### src/design/rgb_pixel_plane_extractor_unit_defines.svh
// Assertion macros shared by the RGB pixel plane extractor RTL.
// Depends on nothing; the including module must provide clk and rst_n.
`ifndef RGB_PIXEL_PLANE_EXTRACTOR_UNIT_DEFINES_SVH
`define RGB_PIXEL_PLANE_EXTRACTOR_UNIT_DEFINES_SVH

// The consequent must hold in the same cycle as the antecedent.
`define RGBPX_ASSERT_SAME(lbl, ante, cons) \
    lbl: assert property (@(posedge clk) disable iff (!rst_n) (ante) |-> (cons)) \
        else $error("rgbpx same-cycle check failed");

// The consequent must hold in the cycle after the antecedent.
`define RGBPX_ASSERT_NEXT(lbl, ante, cons) \
    lbl: assert property (@(posedge clk) disable iff (!rst_n) (ante) |=> (cons)) \
        else $error("rgbpx next-cycle check failed");

`endif

### src/design/rgbpx_pkg.sv
// Package for the RGB pixel plane extractor: widths, Q16 weights, register
// indexes, pipeline control type and the square root step function.
// Depends on nothing.
package rgbpx_pkg;

    localparam int PIX_W       = 8;
    localparam int POS_W       = 11;
    localparam int WIDTH_W     = 12;
    localparam int MARGIN_W    = 8;
    localparam int CFG_IDX_W   = 2;
    localparam int CFG_DATA_W  = 12;
    localparam int MAX_WIDTH   = 2048;
    localparam int NUM_STAGES  = 7;
    localparam int SQRT_STAGES = 4;
    localparam int SQRT_REM_W  = 17;
    localparam int SUMSQ_W     = 18;
    localparam int WPROD_W     = 24;
    localparam int CPROD_W     = 27;

    localparam logic [WIDTH_W-1:0] LINE_WIDTH_RESET = WIDTH_W'(640);
    localparam logic [MARGIN_W-1:0] MARGIN_RESET    = MARGIN_W'(5);

    localparam logic [CFG_IDX_W-1:0] REG_LINE_WIDTH = CFG_IDX_W'(0);
    localparam logic [CFG_IDX_W-1:0] REG_MARGIN     = CFG_IDX_W'(1);

    localparam logic [15:0] WEIGHT_R = 16'd19595;
    localparam logic [15:0] WEIGHT_G = 16'd38470;
    localparam logic [15:0] WEIGHT_B = 16'd7471;
    localparam logic signed [17:0] SCALE_U = 18'sd46727;
    localparam logic signed [17:0] SCALE_V = 18'sd36962;

    // floor(x / 3) equals (x * DIV3_RECIP) >> DIV3_SHIFT for x below 2^19.
    localparam logic [17:0] DIV3_RECIP = 18'd174763;
    localparam int DIV3_SHIFT = 19;

    typedef struct packed {
        logic [NUM_STAGES-1:0] load;
    } pipe_ctrl_t;

    typedef struct packed {
        logic [SQRT_REM_W-1:0] rem;
        logic [PIX_W-1:0]      root;
    } sqrt_state_t;

    typedef struct packed {
        logic [PIX_W-1:0] yellow;
        logic [PIX_W-1:0] luma;
        logic [PIX_W-1:0] chroma_u;
        logic [PIX_W-1:0] chroma_v;
        logic             inner;
    } side_t;

    // One digit of the restoring square root: try setting root bit bit_pos.
    function automatic sqrt_state_t sqrt_step(input sqrt_state_t s, input int bit_pos);
        logic [SQRT_REM_W-1:0] trial;
        sqrt_state_t r;
        trial = (SQRT_REM_W'(s.root) << (bit_pos + 1)) + (SQRT_REM_W'(1) << (2 * bit_pos));
        r = s;
        if (s.rem >= trial)
        begin
            r.rem  = s.rem - trial;
            r.root = s.root | (PIX_W'(1) << bit_pos);
        end
        return r;
    endfunction

    // floor(p / 65536) + 128, clamped to 0..255.
    function automatic logic [PIX_W-1:0] sat_chroma(input logic signed [CPROD_W-1:0] p);
        logic signed [CPROD_W-17:0] f;
        logic signed [CPROD_W-15:0] v;
        logic [PIX_W-1:0] r;
        f = p[CPROD_W-1:16];
        v = (CPROD_W-14)'(f) + (CPROD_W-14)'(128);
        if (v < 0)
            r = '0;
        else if (v > (CPROD_W-14)'(255))
            r = '1;
        else
            r = v[PIX_W-1:0];
        return r;
    endfunction

endpackage

### src/design/rgbpx_datapath.sv
// Payload pipeline of the RGB pixel plane extractor: products, sums,
// division by three, chroma scaling and a four-stage square root.
// Depends on rgbpx_pkg; stage loads come from the top-level control.
module rgbpx_datapath (
    input  logic                                clk,
    input  rgbpx_pkg::pipe_ctrl_t               ctrl,
    input  logic [rgbpx_pkg::PIX_W-1:0]         red,
    input  logic [rgbpx_pkg::PIX_W-1:0]         green,
    input  logic [rgbpx_pkg::PIX_W-1:0]         blue,
    input  logic [rgbpx_pkg::POS_W-1:0]         row,
    input  logic [rgbpx_pkg::POS_W-1:0]         col,
    input  logic [rgbpx_pkg::WIDTH_W-1:0]       line_width,
    input  logic [rgbpx_pkg::MARGIN_W-1:0]      margin,
    output logic [rgbpx_pkg::PIX_W-1:0]         yellow,
    output logic [rgbpx_pkg::PIX_W-1:0]         intensity,
    output logic [rgbpx_pkg::PIX_W-1:0]         luma,
    output logic [rgbpx_pkg::PIX_W-1:0]         chroma_u,
    output logic [rgbpx_pkg::PIX_W-1:0]         chroma_v,
    output logic                                inner
);
    import rgbpx_pkg::*;

    logic [15:0]          sq_r_reg, sq_g_reg, sq_b_reg;
    logic [WPROD_W-1:0]   wr_reg, wg_reg, wb_reg;
    logic [PIX_W-1:0]     r1_reg, b1_reg, yel1_reg;
    logic                 inner1_reg;
    logic                 inner_next;

    logic [SUMSQ_W-1:0]   sumsq2_reg;
    logic [PIX_W-1:0]     luma2_reg, r2_reg, b2_reg, yel2_reg;
    logic                 inner2_reg;
    logic [WPROD_W:0]     wsum;

    logic [15:0]                 q3_reg;
    logic signed [CPROD_W-1:0]   pu3_reg, pv3_reg;
    logic [PIX_W-1:0]            luma3_reg, yel3_reg;
    logic                        inner3_reg;
    logic [2*SUMSQ_W-1:0]        div_prod;
    logic signed [PIX_W:0]       diff_u, diff_v;

    sqrt_state_t sq_reg [SQRT_STAGES];
    sqrt_state_t sq_next [SQRT_STAGES];
    side_t       side_reg [SQRT_STAGES];
    side_t       side_first;

    always_comb
    begin
        inner_next = (row >= POS_W'(margin))
                  && (col >= POS_W'(margin))
                  && ((WIDTH_W'(col) + WIDTH_W'(margin)) < line_width);
    end

    always_ff @(posedge clk)
    begin
        if (ctrl.load[0])
        begin
            sq_r_reg   <= 16'(red) * 16'(red);
            sq_g_reg   <= 16'(green) * 16'(green);
            sq_b_reg   <= 16'(blue) * 16'(blue);
            wr_reg     <= WPROD_W'(WEIGHT_R) * WPROD_W'(red);
            wg_reg     <= WPROD_W'(WEIGHT_G) * WPROD_W'(green);
            wb_reg     <= WPROD_W'(WEIGHT_B) * WPROD_W'(blue);
            r1_reg     <= red;
            b1_reg     <= blue;
            yel1_reg   <= (red >> 1) + (green >> 1);
            inner1_reg <= inner_next;
        end
    end

    assign wsum = (WPROD_W+1)'(wr_reg) + (WPROD_W+1)'(wg_reg) + (WPROD_W+1)'(wb_reg);

    always_ff @(posedge clk)
    begin
        if (ctrl.load[1])
        begin
            sumsq2_reg <= SUMSQ_W'(sq_r_reg) + SUMSQ_W'(sq_g_reg) + SUMSQ_W'(sq_b_reg);
            luma2_reg  <= wsum[23:16];
            r2_reg     <= r1_reg;
            b2_reg     <= b1_reg;
            yel2_reg   <= yel1_reg;
            inner2_reg <= inner1_reg;
        end
    end

    assign div_prod = (2*SUMSQ_W)'(sumsq2_reg) * (2*SUMSQ_W)'(DIV3_RECIP);
    assign diff_u   = $signed({1'b0, r2_reg}) - $signed({1'b0, luma2_reg});
    assign diff_v   = $signed({1'b0, b2_reg}) - $signed({1'b0, luma2_reg});

    always_ff @(posedge clk)
    begin
        if (ctrl.load[2])
        begin
            q3_reg     <= div_prod[DIV3_SHIFT+15:DIV3_SHIFT];
            pu3_reg    <= CPROD_W'(diff_u) * CPROD_W'(SCALE_U);
            pv3_reg    <= CPROD_W'(diff_v) * CPROD_W'(SCALE_V);
            luma3_reg  <= luma2_reg;
            yel3_reg   <= yel2_reg;
            inner3_reg <= inner2_reg;
        end
    end

    always_comb
    begin
        side_first.yellow   = yel3_reg;
        side_first.luma     = luma3_reg;
        side_first.chroma_u = sat_chroma(pu3_reg);
        side_first.chroma_v = sat_chroma(pv3_reg);
        side_first.inner    = inner3_reg;
    end

    // Each square root stage resolves two bits of the root, most significant first.
    for (genvar j = 0; j < SQRT_STAGES; j++)
    begin : g_sqrt
        sqrt_state_t stage_in;
        side_t       side_in;

        if (j == 0)
        begin : g_head
            always_comb
            begin
                stage_in.rem  = SQRT_REM_W'(q3_reg);
                stage_in.root = '0;
                side_in       = side_first;
            end
        end
        else
        begin : g_body
            always_comb
            begin
                stage_in = sq_reg[j-1];
                side_in  = side_reg[j-1];
            end
        end

        always_comb
        begin
            sq_next[j] = sqrt_step(sqrt_step(stage_in, PIX_W - 1 - 2 * j), PIX_W - 2 - 2 * j);
        end

        always_ff @(posedge clk)
        begin
            if (ctrl.load[3+j])
            begin
                sq_reg[j]   <= sq_next[j];
                side_reg[j] <= side_in;
            end
        end
    end

    assign yellow    = side_reg[SQRT_STAGES-1].yellow;
    assign intensity = sq_reg[SQRT_STAGES-1].root;
    assign luma      = side_reg[SQRT_STAGES-1].luma;
    assign chroma_u  = side_reg[SQRT_STAGES-1].chroma_u;
    assign chroma_v  = side_reg[SQRT_STAGES-1].chroma_v;
    assign inner     = side_reg[SQRT_STAGES-1].inner;

endmodule

### src/design/rgb_pixel_plane_extractor_unit.sv
// Top level of the RGB pixel plane extractor: handshake control, valid
// pipeline and configuration registers. Depends on rgbpx_pkg, rgbpx_datapath
// and rgb_pixel_plane_extractor_unit_defines.svh.
//
// The input channel (in_valid, in_ready) carries one RGB pixel word with its
// row and column. The output channel (out_valid, out_ready) returns one word
// per pixel: yellow, intensity, luma, chroma_u, chroma_v and the inner flag.
// Words leave in the order they arrived.
// The configuration channel (cfg_valid, cfg_ready) writes line_width at index
// 0 and margin at index 1; other indexes are ignored. cfg_ready is always high.
// Write configuration only while no pixel is in flight.
// The seven register stages between input acceptance and out_valid are two
// for products and sums, one for the divide by three and chroma scaling, and
// four for the square root at two bits per stage.
// Throughput is one pixel per cycle while the receiver does not stall.
// When the receiver stalls, each stage holds its word and empty stages still
// fill, so in_ready stays high until all seven stages hold a word.
// Reset empties the pipeline and sets line_width to 640 and margin to 5.
`include "rgb_pixel_plane_extractor_unit_defines.svh"

module rgb_pixel_plane_extractor_unit (
    input  logic                                clk,
    input  logic                                rst_n,
    input  logic                                in_valid,
    output logic                                in_ready,
    input  logic [rgbpx_pkg::PIX_W-1:0]         red,
    input  logic [rgbpx_pkg::PIX_W-1:0]         green,
    input  logic [rgbpx_pkg::PIX_W-1:0]         blue,
    input  logic [rgbpx_pkg::POS_W-1:0]         row,
    input  logic [rgbpx_pkg::POS_W-1:0]         col,
    output logic                                out_valid,
    input  logic                                out_ready,
    output logic [rgbpx_pkg::PIX_W-1:0]         yellow,
    output logic [rgbpx_pkg::PIX_W-1:0]         intensity,
    output logic [rgbpx_pkg::PIX_W-1:0]         luma,
    output logic [rgbpx_pkg::PIX_W-1:0]         chroma_u,
    output logic [rgbpx_pkg::PIX_W-1:0]         chroma_v,
    output logic                                inner,
    input  logic                                cfg_valid,
    output logic                                cfg_ready,
    input  logic [rgbpx_pkg::CFG_IDX_W-1:0]     cfg_index,
    input  logic [rgbpx_pkg::CFG_DATA_W-1:0]    cfg_data
);
    import rgbpx_pkg::*;

    logic [NUM_STAGES-1:0]  vld_reg, vld_next;
    logic [NUM_STAGES:0]    rdy;
    pipe_ctrl_t             ctrl;
    logic [WIDTH_W-1:0]     line_width_reg, line_width_next;
    logic [MARGIN_W-1:0]    margin_reg, margin_next;

    // A stage takes a new word when it is empty or its word moves on.
    always_comb
    begin
        rdy[NUM_STAGES] = out_ready;
        for (int k = NUM_STAGES - 1; k >= 0; k--)
        begin
            rdy[k] = !vld_reg[k] || rdy[k+1];
        end
    end

    always_comb
    begin
        ctrl.load = rdy[NUM_STAGES-1:0];
        for (int k = 0; k < NUM_STAGES; k++)
        begin
            if (!rdy[k])
                vld_next[k] = vld_reg[k];
            else if (k == 0)
                vld_next[k] = in_valid;
            else
                vld_next[k] = vld_reg[k-1];
        end
    end

    always_ff @(posedge clk or negedge rst_n)
    begin
        if (!rst_n)
            vld_reg <= '0;
        else
            vld_reg <= vld_next;
    end

    always_comb
    begin
        line_width_next = line_width_reg;
        margin_next     = margin_reg;
        if (cfg_valid)
        begin
            unique case (cfg_index)
                REG_LINE_WIDTH:
                begin
                    if (cfg_data > CFG_DATA_W'(MAX_WIDTH))
                        line_width_next = WIDTH_W'(MAX_WIDTH);
                    else
                        line_width_next = cfg_data;
                end
                REG_MARGIN:
                begin
                    margin_next = cfg_data[MARGIN_W-1:0];
                end
                default:
                begin
                    line_width_next = line_width_reg;
                end
            endcase
        end
    end

    always_ff @(posedge clk or negedge rst_n)
    begin
        if (!rst_n)
        begin
            line_width_reg <= LINE_WIDTH_RESET;
            margin_reg     <= MARGIN_RESET;
        end
        else
        begin
            line_width_reg <= line_width_next;
            margin_reg     <= margin_next;
        end
    end

    assign cfg_ready = 1'b1;
    assign in_ready  = rdy[0];
    assign out_valid = vld_reg[NUM_STAGES-1];

    rgbpx_datapath u_datapath (
        .clk        (clk),
        .ctrl       (ctrl),
        .red        (red),
        .green      (green),
        .blue       (blue),
        .row        (row),
        .col        (col),
        .line_width (line_width_reg),
        .margin     (margin_reg),
        .yellow     (yellow),
        .intensity  (intensity),
        .luma       (luma),
        .chroma_u   (chroma_u),
        .chroma_v   (chroma_v),
        .inner      (inner)
    );

    `RGBPX_ASSERT_SAME(a_width_bounded, 1'b1, line_width_reg <= WIDTH_W'(MAX_WIDTH))
    `RGBPX_ASSERT_SAME(a_ready_when_hole, vld_reg != '1, in_ready)
    `RGBPX_ASSERT_NEXT(a_accept_enters, in_valid && in_ready, vld_reg[0])
    `RGBPX_ASSERT_NEXT(a_stage0_holds, vld_reg[0] && !rdy[1], vld_reg[0])

endmodule
### config.mk
export PLATFORM = sky130hd
export DESIGN_NAME = rgb_pixel_plane_extractor_unit
export DESIGN_NICKNAME = d
export VERILOG_FILES = /design/src/design/rgbpx_pkg.sv /design/src/design/rgbpx_datapath.sv /design/src/design/rgb_pixel_plane_extractor_unit.sv
export VERILOG_INCLUDE_DIRS = /design/src /design/src/design
export SDC_FILE = /design/constraint.sdc
export NUM_CORES = 2
export LEC_CHECK = 0
export ABC_AREA = 1
export BUFFER_PORTS_ARGS = -buffer_cell sky130_fd_sc_hd__buf_2
export CORE_ASPECT_RATIO = 1.5
export CORE_MARGIN = 4
export CORE_UTILIZATION = 50
export CTS_BUF_LIST = sky130_fd_sc_hd__clkbuf_16
export CTS_CLUSTER_SIZE = 10
export DETAILED_ROUTE_END_ITERATION = 6
export GPL_ROUTABILITY_DRIVEN = 0
export GPL_TIMING_DRIVEN = 0
export PLACE_DENSITY_LB_ADDON = 0.3
export SYNTH_ARGS = -nofsm -noshare
export SYNTH_HDL_FRONTEND = slang
export SYNTH_SLANG_ARGS = --single-unit
### constraint.sdc
create_clock -name clk -period 20.6 [get_ports clk]
set_clock_uncertainty 0.15 [all_clocks]
set_input_delay 5.15 -clock clk [delete_from_list [all_inputs] [get_ports clk]]
set_output_delay 5.15 -clock clk [all_outputs]
set_load 0.005 [all_outputs]
==> results by group <==
STA
  – Final setup violation count: 0
  – Final hold violations: 0
  – Slew Viols, Final: 0
  – Fraction of the cycle the final worst path needs: roughly 66%
  – Least-Margin Pin Slew: around 1.3 ns
  – Fmax: 0.0731 GHz
  – Setup TNS: 0 ns
  – Crit path time final: roughly 14 ns
  – RSZ-0062 raised after global routing: no
  – Slew headroom: between 10% and 20%

Yosys
  – Top-area cell type share of the netlist area: approximately 31%
  – Yosys Warn Count: 0
  – Sequential share of the synthesized area: between 30% and 40%
  – Ys flop type: edfxtp_1
  – Area of the mapped netlist: about 42000 sq um
  – Netlist cell types: 57
  – Top post-synthesis cells by area: edfxtp_1 31%, ha_1 22%, fa_1 15%, inv_1 7.8%, nand2_1 5.2%
  – Mean post-synth cell area: approximately 10 sq um
  – Synth Register Bits: between 400 and 500
  – Synth Instances: around 4300
  – Post-synth EDFFs: 439
  – FFs w/ async S/R, synth: under 10%
  – Largest area contributor in the netlist: edfxtp_1

Route
  – 1st-iter DRT viols: around 1000
  – Met2 WL: between 50000 and 60000 microns
  – Max layer used: met4
  – Met3 wire len: approximately 2200 microns
  – DRT Pass-1 Iters: 6
  – Via/cell ratio: ~5.2
  – Detailed-route wire length per cell: about 16 microns
  – Final ANT Viol Nets: 0
  – Detailed-route via count: 28800
  – Met1 WL: 32300 microns
  – WL final: 90800 microns
  – Residual DRC: 0

Clock network
  – Num CTS Buffers: 54
  – Cts hold-fix bufs: 0
  – Clock latency on the worst-skew pair: 0.59 ns
  – Clock transition at path regs: about 0.050 ns
  – CTS tree: done
  – Htree depth: 2
  – Clock sinks: between 400 and 500
  – CTS Root Cell: clkbuf_16
  – Setup Buffers After CTS: 0
  – Clock buffer depth: 3
  – Cts repair resizes: 0

Global routing
  – Largest net degree at the start of global routing: 74
  – Initial antenna violation count: 0
  – Overflow after GRT: 0
  – Number of global-route vias before repair: 30300
  – First-pass GRT wire length: ~150000 microns
  – Gr usage total: 20.6%

Placement
  – PortBufs: 107
  – Detailed Place HPWL: just under 80000 microns
  – Placed Instances: 5493

Floorplan
  – Site Rows: 130
  – Initial Utilization: 50.6%
  – Core Box Area: 83900 sq um
  – Width of the die: 246 microns
  – # IOs: around 110
  – Die ar.: 89700 sq um
  – Die Span Y: 365 microns

Worst setup path
  – WP buf/inv: 7
  – Kind of cell adding the most delay to the critical path: buffers and inverters
  – CP endpoint kind: output port
  – Critical-path top delay cell: inv_2
  – Arrival @ worst endpoint: approximately 8.4 ns
  – Worst endpoint required time: about 15 ns
  – CP Max Fanout: 43
  – Critical Path Start Type: primary input
  – CP Class: in2out
  – Crit path top cell by count: nor2_1
  – Max incr delay on CP: around 0.63 ns
  – Crit-path cells: buf_2, nor2_1, inv_2, nor2_1, inv_2, nor2_1, inv_2, nor2_1, inv_2, nor2_1, inv_2, nor2_1, nand2_4, buf_2

Layout
  – Layout area overhead: 8.52%
  – Non-Filler Instances: 5568
  – Max reg flops: roughly 130
  – Layout Nets: roughly 5600
  – Share of layout cells above drive strength 1: around 5.8%
  – Ant diodes: 0

Hold path
  – Hold Path Class: reg2reg

Status
  – Status: completed

Flow run
  – Maxcap violations: 0
## logic make-up after synthesis
logic type | count (synthesis) | share of synthesized area (%)
DFF | 466 | 32.7
buffers and inverters | 904 | 8.04
AOI/OAI and AO/OA | 551 | 7.27
other | 2 | 0.0177
xor gates and xnor gates | 223 | 4.60
adders and majority gates | 1059 | 36.8
muxes | 1 | 0.0265
and+or+nand+nor | 1048 | 10.5
## layer usage
layer	up-vias	global-route usage [%]
met1	13600	20.5
met3	260	1.89
li1	14400	-
met4	0	11.7
met2	502	41.1
met5	-	0
## Yosys cell counts, types with 9 or more instances
master	count
nor2_1	185
ha_1	741
nor3_1	34
nand3_1	130
nand4_1	34
dfrtp_1	23
or2_2	11
xor2_1	165
a21o_1	20
o211ai_1	10
nand2_1	591
fa_1	318
inv_2	9
xnor2_1	58
inv_1	885
a21oi_1	266
nor4_1	20
o21bai_1	19
o21ai_0	164
nand2_2	14
a31oi_1	14
edfxtp_1	439
a211oi_1	9
## final cells by class
type,instances,area [sq um]
fill,7309,37900
multi-input combinational,2887,25200
sequential,466,13900
inverter,894,3360
tap,1122,1400
clock buffer,55,1380
timing repair buffer,114,691
clock inverter,20,129
buffer,10,56.3
## metrics by stage
step           utilization, %  cell area [sq um]  setup WS (ns)  hold WS (ns)
2_1_floorplan               -              42500           1.41         0.250
3_3_place_gp             52.9              44400          -2.62         0.251
3_5_place_dp             53.1              44600           6.82         0.255
4_1_cts                  54.9              46100           6.79         0.263
5_1_grt                  54.9              46100           6.54         0.270
6_report                 54.9              46100           6.92         0.263
## cells in the final DEF, fill, tap and decap left out, types with 10 or more instances in the layout
master,synthesis,layout
a21oi_1,266,266
ha_1,741,741
inv_2,9,15
nor4_1,20,20
o21ai_0,164,164
fa_1,318,318
o21bai_1,19,19
a31oi_1,14,14
nand3_1,130,130
dfrtp_1,23,23
xor2_1,165,165
xnor2_1,58,58
o211ai_1,10,10
nand4_1,34,34
buf_2,0,107
or2_2,11,11
inv_1,885,890
edfxtp_1,439,439
a21o_1,20,20
nor2_1,185,185
nand2_2,14,14
nand2_1,591,590
nor3_1,34,34
clkbuf_16,0,55
## final timing paths
path / to / cells past startpoint / slack [ns] / start
worst max-delay path: in_ready / 14 / 6.92 / out_ready
worst min-delay path: u_datapath.side_reg[2][23] / 0 / 0.26 / u_datapath.side_reg[1][23]
worst max register to register: u_datapath.pu3_reg[25] / 25 / 13.53 / u_datapath.luma2_reg[2]
worst min register to register: u_datapath.side_reg[2][23] / 0 / 0.26 / u_datapath.side_reg[1][23]
max in group asynchronous: line_width_reg[6] / 1 / 15.43 / rst_n
min in group asynchronous: margin_reg[1] / 1 / 4.45 / rst_n
Power is not shown: default switching activity piles up to over one toggle a cycle in this logic, so the estimate is an artifact.
